**src/sv/tcw_pkg.sv**
```systemverilog
`default_nettype none

package tcw_pkg;

    localparam int COLUMNS    = 80;
    localparam int ROWS       = 25;
    localparam int CELL_COUNT = COLUMNS * ROWS;
    localparam int COPY_LEN   = (ROWS - 1) * COLUMNS;
    localparam int ADDR_W     = $clog2(CELL_COUNT);

    localparam int COL_W  = 7;
    localparam int ROW_W  = 5;
    localparam int POS_W  = 11;
    localparam int CHAR_W = 8;
    localparam int CELL_W = 16;

    localparam logic KIND_PUT  = 1'b0;
    localparam logic KIND_READ = 1'b1;

    localparam logic [CHAR_W-1:0] CH_NEWLINE   = 8'h0A;
    localparam logic [CHAR_W-1:0] CH_RETURN    = 8'h0D;
    localparam logic [CHAR_W-1:0] CH_TAB       = 8'h09;
    localparam logic [CHAR_W-1:0] CH_BACKSPACE = 8'h08;
    localparam logic [CHAR_W-1:0] CH_SPACE     = 8'h20;
    localparam logic [CHAR_W-1:0] ATTR_RESET   = 8'h0F;
    localparam logic [CELL_W-1:0] CELL_RESET   = {ATTR_RESET, CH_SPACE};

    typedef struct packed {
        logic              kind;
        logic [CHAR_W-1:0] char_code;
        logic [10:0]       cell_address;
    } t_in_item;

    typedef struct packed {
        logic [COL_W-1:0]  cursor_column;
        logic [ROW_W-1:0]  cursor_line;
        logic [POS_W-1:0]  cursor_position;
        logic [CELL_W-1:0] cell_word;
    } t_out_item;

    // Cursor update for one put byte.
    typedef struct packed {
        logic [COL_W-1:0]  col;
        logic [ROW_W-1:0]  row;
        logic              wr_en;
        logic [ADDR_W-1:0] wr_addr;
        logic [CHAR_W-1:0] wr_char;
        logic              scroll;
    } t_cur_upd;

endpackage

`default_nettype wire

```
**src/sv/tcw_cursor.sv**
```systemverilog
`default_nettype none

module tcw_cursor
    import tcw_pkg::*;
(
    input  wire logic [COL_W-1:0]  i_col,
    input  wire logic [ROW_W-1:0]  i_row,
    input  wire logic [CHAR_W-1:0] i_char,
    output t_cur_upd               o_upd
);

    logic [COL_W:0]    ncol;
    logic [ROW_W:0]    nrow;
    logic [COL_W-1:0]  wcol;
    logic [CHAR_W-1:0] wchar;
    logic              wr;
    logic              scroll;

    always_comb begin
        ncol  = {1'b0, i_col};
        nrow  = {1'b0, i_row};
        wcol  = i_col;
        wchar = i_char;
        wr    = 1'b0;
        unique case (i_char)
            CH_NEWLINE: begin
                ncol = '0;
                nrow = nrow + 1'b1;
            end
            CH_RETURN: begin
                ncol = '0;
            end
            CH_TAB: begin
                ncol = ({1'b0, i_col} + (COL_W+1)'(8)) & ~(COL_W+1)'(7);
            end
            CH_BACKSPACE: begin
                if (i_col != '0) begin
                    ncol  = {1'b0, i_col} - 1'b1;
                    wcol  = i_col - 1'b1;
                    wchar = CH_SPACE;
                    wr    = 1'b1;
                end
            end
            default: begin
                wr   = 1'b1;
                ncol = {1'b0, i_col} + 1'b1;
            end
        endcase

        // wrap at the line end
        if (ncol >= (COL_W+1)'(COLUMNS)) begin
            ncol = '0;
            nrow = nrow + 1'b1;
        end
        scroll = (nrow >= (ROW_W+1)'(ROWS));

        o_upd.col     = ncol[COL_W-1:0];
        o_upd.row     = scroll ? ROW_W'(ROWS - 1) : nrow[ROW_W-1:0];
        o_upd.wr_en   = wr;
        o_upd.wr_addr = ADDR_W'(ADDR_W'(i_row) * ADDR_W'(COLUMNS) + ADDR_W'(wcol));
        o_upd.wr_char = wchar;
        o_upd.scroll  = scroll;
    end

endmodule

`default_nettype wire

```
**config.mk**
```make
export PLATFORM = sky130hd
export DESIGN_NAME = tcw_cursor
export DESIGN_NICKNAME = d
export VERILOG_FILES = /design/src/sv/tcw_pkg.sv /design/src/sv/tcw_cursor.sv
export SDC_FILE = /design/constraint.sdc
export NUM_CORES = 1
export LEC_CHECK = 0
export BUFFER_PORTS_ARGS = -buffer_cell sky130_fd_sc_hd__buf_2
export CORE_MARGIN = 2
export CORE_UTILIZATION = 55
export DETAILED_ROUTE_END_ITERATION = 6
export PLACE_DENSITY = 0.88
export SETUP_SLACK_MARGIN = 0.3
export SLEW_MARGIN = 10
export SYNTH_ARGS = -nofsm -noshare
export SYNTH_HDL_FRONTEND = slang
export SYNTH_SLANG_ARGS = --single-unit
```
**constraint.sdc**
```tcl
create_clock -name vclk -period 9.9
set_input_delay 1.485 -clock vclk [all_inputs]
set_output_delay 1.485 -clock vclk [all_outputs]
set_load 0.05 [all_outputs]
```
# ---- Word level (Yosys, flattened, before mapping)
# Cells that the tools add are included.
dict set report totals {
  regBits 0
  input_bits 20
  out_inout_bits 33
  wordCells 29
}
dict set report classes {
  n_addsub 7
  n_mul 1
  magnitude_cmp 2
  n_eq_ne 4
  muxes 12
  n_reduce_logical 3
}
# op count
set op_table {}
lappend op_table {{8-bit by 4-bit == test with 1-bit output (second input constant)} 4}
lappend op_table {{8-bit two-way mux} 3}
lappend op_table {{8-bit one-hot mux with 3 select lines} 1}
lappend op_table {{7-bit two-way mux} 3}
lappend op_table {{6-bit two-way mux} 2}
lappend op_table {{11-bit by 7-bit adder with 11-bit output} 1}
lappend op_table {{7-bit by 1-bit adder with 8-bit output (second input constant)} 1}
lappend op_table {{7-bit by 4-bit adder with 8-bit output (second input constant)} 1}
lappend op_table {{8-bit by 7-bit >= comparator with 1-bit output (second input constant)} 1}
lappend op_table {{7-bit by 1-bit subtractor with 8-bit output (second input constant)} 1}
lappend op_table {{5-bit by 3-bit multiplier with 7-bit output (second input constant)} 1}
lappend op_table {{7-bit nonzero test} 1}
lappend op_table {{7-bit by 1-bit subtractor with 7-bit output (second input constant)} 1}
lappend op_table {{5-bit by 1-bit adder with 6-bit output (second input constant)} 1}
lappend op_table {{6-bit by 1-bit adder with 6-bit output (second input constant)} 1}
lappend op_table {{6-bit by 5-bit >= comparator with 1-bit output (second input constant)} 1}
lappend op_table {{5-bit two-way mux} 1}
lappend op_table {{3-bit OR reduction} 1}
lappend op_table {{1-bit one-hot mux with 2 select lines} 1}
lappend op_table {{2-bit OR reduction} 1}
lappend op_table {{1-bit two-way mux} 1}

# ---- Longest topological paths before layout
# Gate-level depths: netlist of the first run.
dict set report logic_depth {
  ltp_word 7
  depth_mapped 14
  depth_no_buf 13
}

# ---- Worst setup path after synthesis of the first run
# OpenSTA, ideal clock, no wires.
dict set report synth_timing {
  path_kind {input-to-output}
  start {in i_char[4]}
  end {out o_upd[19] (netlist bit)}
  arrival_ns 5.148
  required_time_ns 8.415
  path_slack_ns 3.267
  path_stages 13
  n_path_buf 0
  path_cell_list {or4b_4 > or4_4 > nor2_4 > nand2_1 > mux2_2 > ha_1 > inv_1 > fa_1 > nor2b_1 > o21ai_0 > or3b_2 > xnor2_1 > xnor2_1}
}
# element line
set synth_lines {}
lappend synth_lines {{start: declaration} tcw_cursor.sv:8} ;# input wire logic [CHAR_W-1:0] i_char,
lappend synth_lines {{end: declaration} tcw_cursor.sv:9} ;# output t_cur_upd o_upd

==> results of run 1 <==
-- metrics by stage --
stage	worst slack [ns]	power (mW)	hold WS, ns
3_3_place_gp	3.45	0.125	3.29
5_1_grt	3.15	0.136	3.30
6_report	3.34	0.127	3.29
3_5_place_dp	3.33	0.127	3.29
4_1_cts	3.33	0.127	3.29
2_1_floorplan	3.27	0.101	3.16
-- cells by family after synthesis --
| group | Yosys count | share of synthesized area (%) |
|---|---|---|
| adder cells (fa/ha/maj) | 18 | 16.9 |
| AO/OA/AOI/OAI | 49 | 27.6 |
| XOR/XNOR | 20 | 12.3 |
| AND/OR/NAND/NOR | 79 | 31.4 |
| buffers and inverters | 26 | 7.85 |
| multiplexers | 5 | 3.88 |
-- worst max-delay path by stage --
stage,slack (ns),startpoint,endpoint
after global routing,3.15,i_char[4],o_upd[19]
final,3.34,i_char[4],o_upd[19]
after global placement,3.45,i_char[4],o_upd[19]
after CTS,3.33,i_char[4],o_upd[19]
after detailed placement,3.33,i_char[4],o_upd[19]
after floorplan,3.27,i_char[4],o_upd[19]
-- cells in the final DEF (no fill, tap or decap), types with 3 or more instances in the layout --
| cell type | n |
|---|---|
| nand3_1 | 4 |
| nand2_1 | 16 |
| o211ai_1 | 3 |
| mux2_2 | 4 |
| xnor2_1 | 16 |
| nor2_1 | 18 |
| a21o_1 | 4 |
| nor3b_1 | 3 |
| a21oi_1 | 8 |
| buf_2 | 53 |
| a31oi_1 | 4 |
| xor2_1 | 4 |
| nor3_1 | 8 |
| and2_1 | 4 |
| and3_1 | 5 |
| ha_1 | 16 |
| o21ai_0 | 5 |
| inv_1 | 11 |
| nand4_1 | 3 |
-- synthesized netlist by cell type, drive strengths merged, types with 3 or more instances --
cell and instances:
a21o 5, a21oi 11, a221oi 3, a31oi 4, and2 4, and3 5
buf 5, clkbuf 10, ha 16, inv 11, mux2 4, nand2 16
nand3 4, nand4 3, nor2 19, nor3 8, nor3b 3, nor4b 4
o211ai 4, o21ai 8, xnor2 16, xor2 4
-- power by group through the flow --
stage | logic, mW | registers (mW) | clock network (mW)
6_report | 0.127 | 0 | 0
5_1_grt | 0.136 | 0 | 0
4_1_cts | 0.127 | 0 | 0
3_5_place_dp | 0.127 | 0 | 0
3_3_place_gp | 0.125 | 0 | 0
2_1_floorplan | 0.101 | 0 | 0
-- final cells by class --
| cell class | count | share of cell area [%] |
|---|---|---|
| tap | 30 | 2.27 |
| timing repair buffer | 53 | 16.1 |
| multi-input combinational | 171 | 79.2 |
| inverter | 11 | 2.50 |
-- routing by layer --
| metal | GRT usage [%] | wire [um] | vias to the layer above |
|---|---|---|---|
| met3 | 0.546 | 187 | 2 |
| met1 | 33.9 | 1580 | 667 |
| li1 | - | - | 798 |
| met4 | 1.25 | 8 | 0 |
| met5 | 0 | 0 | - |
| met2 | 37.9 | 1520 | 51 |
-- worst max-delay path, stage by stage --
cell and delay (ns):
buf_2 0.12, or4b_4 0.55, or4_4 0.45, nor2_4 0.19, nand2_1 0.08, mux2_2 0.25
ha_1 0.15, inv_1 0.05, fa_1 0.40, nor2b_1 0.13, o21ai_0 0.13, or3b_2 0.48
xnor2_1 0.18, xnor2_1 0.14, buf_2 0.28
==> summary.txt, run 1 <==
Final layout
  – Final Instance Area: 1650 sq um
  – Fill count: 224
  – NumNets Final: 275
  – Post-Layout Cell Count: 265
  – Flip-flop and latch count: 0
  – Util after Layout: a little under 70%
  – P&R area growth vs syn: 16.4%
  – Sequential Area: 0 sq um
  – Antenna Cells: 0
  – Area of the multi-input gates: 1310 sq um
  – Share of cells above drive strength 1: about a third
  – CLK BUF: 0

Floorplan
  – Die Ht: 54.8 um
  – Die Span X: 54.8 um
  – # rows: 18
  – Initial Util: 57.8%
  – Area of the core: roughly 2500 sq um
  – Ports: 53
  – Die area: 3000 sq um

Routing
  – Final ANT Viol Nets: 0
  – WL/cell: 12.4 um
  – Router iterations before antenna repair: 5
  – Vias per inst: 5.73
  – First DRT Iteration DRCs: 35
  – WL final: 3300 um
  – Routed vias: 1518
  – DRC viols: 0

Worst setup path
  – Worst setup SP type: input pin
  – Worst setup EP type: primary output
  – Worst EP required: roughly 8.4 ns
  – WS Path Type: in2out
  – Worst Path Max Fanout: 7
  – Worst EP arrival: 5.07 ns

Clock tree
  – Hold-fix buffers at CTS: 0
  – Setup Buffers After CTS: 0
  – Cts repair resizes: 0

Global routing
  – Via count of the first global-routing pass: 1235
  – Total grt overflow: 0
  – Global Route Usage Sum: between 20% and 30%
  – First-pass GRT wire length: approximately 5300 um
  – Largest net degree at the start of global routing: 12
  – Initial antenna violation count: 0

Power and ir drop
  – Switching Share: 71.3%
  – Comb power frac: 100.0%
  – Leakage power total: 0.748 nW
  – Psw: 0.0905 mW
  – Internal: approximately 0.036 mW
  – Sequential share of power: 0%
  – Power per cell area: 76.8 nW/um^2
  – Peak supply drop: 97.8 uV
  – Clock share of power: 0%

STA
  – Unrepaired setup endpoints after global routing: no
  – Worst slew pin tran: 0.705 ns
  – Final Critical Period: ~6.6 ns
  – Final setup vio count: 0
  – Slew Viols, Final: 0
  – Period utilization: between 60 and 70%
  – Final-report hold violation count: 0
  – Fmax: 152 MHz
  – Setup TNS: 0 ns
  – Slew HR: a little over half

Placement
  – Number of port buffers: 53
  – GPL Wtd Cong: 0.889
  – DP Cell Count: 265
  – Post-DP HPWL: around 2800 um
  – Placed cell area: approximately 1700 sq um

Logic synthesis
  – Syn nets: 235
  – Post-Syn Area: 1420 sq um
  – Yosys top cell area share: 14.1%
  – Distinct cells, synth: 54
  – Mapped Cells: a little under 200
  – Sequential share of the synthesized area: 0%
  – Syn avg cell area: 7.20 sq um
  – Synth area leaders: ha_1, xnor2_1, nor2_1
  – Top cell type by total area after synthesis: ha_1
  – Syn. warnings: 0

Job
  – Maxcap violations: 0

Min path
  – Worst hold path cell count: 2
  – Min-Delay Path Class: in2out
  – Hold Path Sink: o_upd[8]
  – HP Start: i_char[7]

Status
  – Status: finished clean
Note: power is estimated with default switching activity, not from simulation.
==> run 2, diff against run 1 <==
--- a/config.mk
+++ b/config.mk
@@ -7,9 +7,9 @@
 export LEC_CHECK = 0
 export BUFFER_PORTS_ARGS = -buffer_cell sky130_fd_sc_hd__buf_2
 export CORE_MARGIN = 2
-export CORE_UTILIZATION = 55
+export CORE_UTILIZATION = 53
 export DETAILED_ROUTE_END_ITERATION = 6
-export PLACE_DENSITY = 0.88
+export PLACE_DENSITY = 0.85
 export SETUP_SLACK_MARGIN = 0.3
 export SLEW_MARGIN = 10
 export SYNTH_ARGS = -nofsm -noshare
==> constraint.sdc (replaced) <==
create_clock -name vclk -period 6.65
set_input_delay 0.9975 -clock vclk [all_inputs]
set_output_delay 0.9975 -clock vclk [all_outputs]
set_load 0.05 [all_outputs]
==> summary.txt, run 2 (same netlist as run 1, synthesis figures left out) <==
Status
  – Status: finished clean

Power and ir drop
  – Power per cell area: 113 nW/um^2
  – Peak supply drop: 118 uV
  – Leakage power total: around 0.75 nW
  – Power, Total: 0.188 mW

Global routing
  – First-pass GRT wire length: 5710 um
  – Global Route Usage Sum: a little over a fifth
  – Largest net degree at the start of global routing: 12
  – Initial antenna violation count: 0
  – Via count of the first global-routing pass: 1348
  – Total grt overflow: 0

Final layout
  – Util after Layout: approximately two thirds
  – P&R area growth vs syn: 16.9%
  – Final Instance Area: around 1700 sq um
  – Flip-flop and latch count: 0
  – Area of the multi-input gates: 1310 sq um
  – Antenna Cells: 0
  – CLK BUF: 0
  – Share of cells above drive strength 1: 32.2%
  – NumNets Final: ~280
  – Most common cell after layout, fill and taps aside: buf_2
  – Post-Layout Cell Count: 266
  – Sequential Area: 0 sq um
  – Fill count: 228
  – Most frequent cells in the layout: buf_2, nor2_1, nand2_1, xnor2_1, ha_1

Placement
  – Post-DP HPWL: 2730 um
  – Placed cell area: 1660 sq um
  – GPL Wtd Cong: 0.884
  – DP Cell Count: 266
  – Number of port buffers: 53

Job
  – Maxcap violations: 0

Clock tree
  – Hold-fix buffers at CTS: 0
  – Cts repair resizes: 0
  – Setup Buffers After CTS: 0

Routing
  – WL/cell: 12.5 um
  – Router iterations before antenna repair: 4
  – Final ANT Viol Nets: 0
  – DRC viols: 0
  – WL final: between 3000 and 4000 um
  – Vias per inst: 5.83
  – First DRT Iteration DRCs: 35
  – Routed vias: 1552

STA
  – Worst slew pin tran: around 0.64 ns
  – Slew HR: 57.7%
  – Final Critical Period: between 5 and 6 ns
  – Slew Viols, Final: 0
  – Final setup vio count: 0
  – Setup TNS: 0 ns
  – Fmax: around 180 MHz
  – Period utilization: 83.5%
  – Final-report hold violation count: 0
  – Unrepaired setup endpoints after global routing: no

Floorplan
  – # rows: 18
  – Die Ht: 55.7 um
  – Die Span X: 55.7 um
  – Area of the core: 2500 sq um
  – Initial Util: 56.8%
  – Ports: 53
  – Die area: 3110 sq um

Worst setup path
  – Worst Path Max Fanout: 7
  – WS Path Type: in2out
  – Worst setup SP type: input pin
  – Worst EP arrival: 4.56 ns
  – Worst EP required: 5.65 ns
  – Worst setup EP type: primary output

Min path
  – Min-Delay Path Class: in2out
==> run 2: cell types whose count changed in the layout (fill, tap and decap cells not counted) <==
cell	previous run	this run
buf_4	0	1
==> run 2: metal layers <==
layer / share of wire, % / GRT usage, % / vias up
met1: 49 / 30.0 / 700
li1: - / - / 796
met3: 6.3 / 0.930 / 2
met5: 0 / 0 / -
met4: 0.51 / 1.74 / 0
met2: 44 / 35.7 / 54
==> run 2: worst paths after layout <==
path | from | to | slack, ns | cells past startpoint
setup / recovery | i_char[4] | o_upd[19] | 1.10 | 15
hold / removal | i_char[6] | o_upd[7] | 2.31 | 2
==> run 2: worst max-delay path, cell delays in order <==
cell,delay (ns)
buf_2,0.11
or4b_4,0.55
or4_4,0.45
nor2_4,0.19
nand2_1,0.08
mux2_2,0.25
ha_1,0.15
inv_1,0.05
fa_1,0.39
nor2b_1,0.13
o21ai_0,0.12
or3b_2,0.48
xnor2_1,0.18
xnor2_1,0.13
buf_2,0.28
==> run 2: layout make-up <==
type | count | share of cell area, %
inverter | 11 | 2.49
multi-input combinational | 171 | 78.8
timing repair buffer | 54 | 16.4
tap | 30 | 2.26
==> run 2: report_power, final <==
group | leakage (nW) | total (mW) | internal (mW) | switching [mW]
logic | 0.753 | 0.188 | 0.0543 | 0.134
registers | 0 | 0 | 0 | 0
clock network | 0 | 0 | 0 | 0
==> run 2: metrics by stage <==
stage                     setup slack [ns]  hold WS (ns)
final                                 1.10          2.31
after CTS                             1.10          2.31
after global placement                1.16          2.31
after floorplan                      0.992          2.18
after detailed placement              1.10          2.31
after global routing                 0.895          2.32
==> run 3, diff against run 2 <==
--- a/config.mk
+++ b/config.mk
@@ -7,9 +7,9 @@
 export LEC_CHECK = 0
 export BUFFER_PORTS_ARGS = -buffer_cell sky130_fd_sc_hd__buf_2
 export CORE_MARGIN = 2
-export CORE_UTILIZATION = 53
+export CORE_UTILIZATION = 48
 export DETAILED_ROUTE_END_ITERATION = 6
-export PLACE_DENSITY = 0.85
+export PLACE_DENSITY = 0.81
 export SETUP_SLACK_MARGIN = 0.3
 export SLEW_MARGIN = 10
 export SYNTH_ARGS = -nofsm -noshare
==> constraint.sdc (replaced) <==
create_clock -name vclk -period 5.1
set_input_delay 0.765 -clock vclk [all_inputs]
set_output_delay 0.765 -clock vclk [all_outputs]
set_load 0.05 [all_outputs]
==> summary.txt, run 3 (same netlist as run 1, synthesis figures left out) <==
Status
  – Status: finished clean

STA
  – Final hold slack: 1.83 ns
  – Final setup vio count: 0
  – Final setup margin: 0.437 ns
  – Slew HR: 66.4%
  – Worst slew pin tran: around 0.5 ns
  – Unrepaired setup endpoints after global routing: no
  – Final Critical Period: 4.66 ns
  – Fmax: 214 MHz
  – Slew Viols, Final: 0
  – Final-report hold violation count: 0
  – Setup TNS: 0 ns
  – Period utilization: about nine tenths

Floorplan
  – Die Span X: just under 60 um
  – Die Ht: 58.4 um
  – Die area: 3410 sq um
  – # rows: 19
  – Area of the core: approximately 2800 sq um
  – Initial Util: 51.0%
  – Ports: 53

Job
  – Maxcap violations: 0

Global routing
  – First-pass GRT wire length: 6230 um
  – Via count of the first global-routing pass: 1444
  – Global Route Usage Sum: 21.8%
  – Total grt overflow: 0
  – Initial antenna violation count: 0
  – Largest net degree at the start of global routing: 12

Final layout
  – Sequential Area: 0 sq um
  – Final Instance Area: 1810 sq um
  – Flip-flop and latch count: 0
  – P&R area growth vs syn: 27.5%
  – Fill count: 261
  – Most frequent cells in the layout: buf_2, nor2_1, nand2_1, xnor2_1, ha_1
  – NumNets Final: 283
  – Share of cells above drive strength 1: 37.0%
  – Post-Layout Cell Count: 274
  – Antenna Cells: 0
  – Most common cell after layout, fill and taps aside: buf_2
  – CLK BUF: 0
  – Util after Layout: between 60% and 70%

Power and ir drop
  – Power, Total: 0.266 mW
  – Power per cell area: between 100 and 150 nW/um^2
  – Leakage power total: approximately 0.82 nW
  – Peak supply drop: 155 uV

Worst setup path
  – Top cell by count, worst path: buf_6
  – Worst setup EP type: primary output
  – Worst EP arrival: 3.90 ns
  – Critical-path top delay cell: or4b_4
  – Worst Path Max Fanout: 6
  – Worst setup SP type: input pin
  – WS Path Type: in2out
  – Worst path max stage delay: 0.54 ns
  – Crit-path cells: buf_6 -> or4b_4 -> or4_4 -> nor2_4 -> buf_6 -> nand3_1 -> mux2_2 -> ha_4 -> nor2b_1 -> o21ai_1 -> or3b_4 -> xnor2_4 -> xnor2_4 -> buf_6
  – Worst EP required: between 4 and 5 ns

Routing
  – Router iterations before antenna repair: 4
  – Vias per inst: 5.79
  – Routed vias: 1587
  – DRC viols: 0
  – First DRT Iteration DRCs: 52
  – WL/cell: 13.0 um
  – Final ANT Viol Nets: 0
  – WL final: 3560 um

Placement
  – Place WS: between 0.1 and 0.15 ns
  – Post-DP HPWL: about 2900 um
  – Placed cell area: 1730 sq um
  – DP Cell Count: 271
  – GPL Wtd Cong: 0.888
  – Number of port buffers: 53

Min path
  – Min-Delay Path Class: in2out
-- run 3: changes by cell type in the layout (fill, tap and decap cells not counted), moves of 2 or more --
cell     delta
buf_2       -3
buf_4       +6
ha_1        -2
xnor2_4     +2
buf_6       +4
xnor2_1     -2
ha_4        +2
-- run 3: worst paths after layout --
| check | start | endpoint | slack (ns) | cells past startpoint |
|---|---|---|---|---|
| setup / recovery | i_char[6] | o_upd[19] | 0.44 | 14 |
| hold / removal | i_char[7] | o_upd[8] | 1.83 | 2 |
-- run 3: final cells by class --
class	instances	area, sq um	share of cell area [%]
repair buffers	61	348	19.2
multi-input cells	171	1380	76.3
inverters	11	41.3	2.28
well taps	31	38.8	2.14
-- run 3: power by group --
part	internal, mW	total, mW	switching [mW]
clock network	0	0	0
registers	0	0	0
logic	0.0845	0.266	0.182
total	0.0845	0.266	0.182
-- run 3: worst max-delay path, delay by kind of cell --
family / cells / cell delay, ns
buffers and inverters: 3 / 0.39
AOI/OAI and AO/OA: 1 / 0.09
xor gates and xnor gates: 2 / 0.32
adders and majority gates: 1 / 0.28
muxes: 1 / 0.31
and+or+nand+nor: 6 / 1.72
-- run 3: routing by layer --
metal | global-route usage, % | share of wire (%) | up-vias
met5 | 0 | 0 | -
met4 | 0.664 | 0.37 | 0
met3 | 2.64 | 6.4 | 2
li1 | - | - | 810
met2 | 38.4 | 48 | 46
met1 | 29.9 | 45 | 729
-- run 3: timing repair --
| item | 4_1_cts | 5_1_grt |
|---|---|---|
| buffers inserted | 3 | 0 |
| hold endpoints to repair | 0 | 0 |
| resized for setup | 13 | 0 |
| hold buffers | 0 | 0 |
| endpoints found under the setup margin | 1 | 1 |
| pin swaps | 8 | 3 |
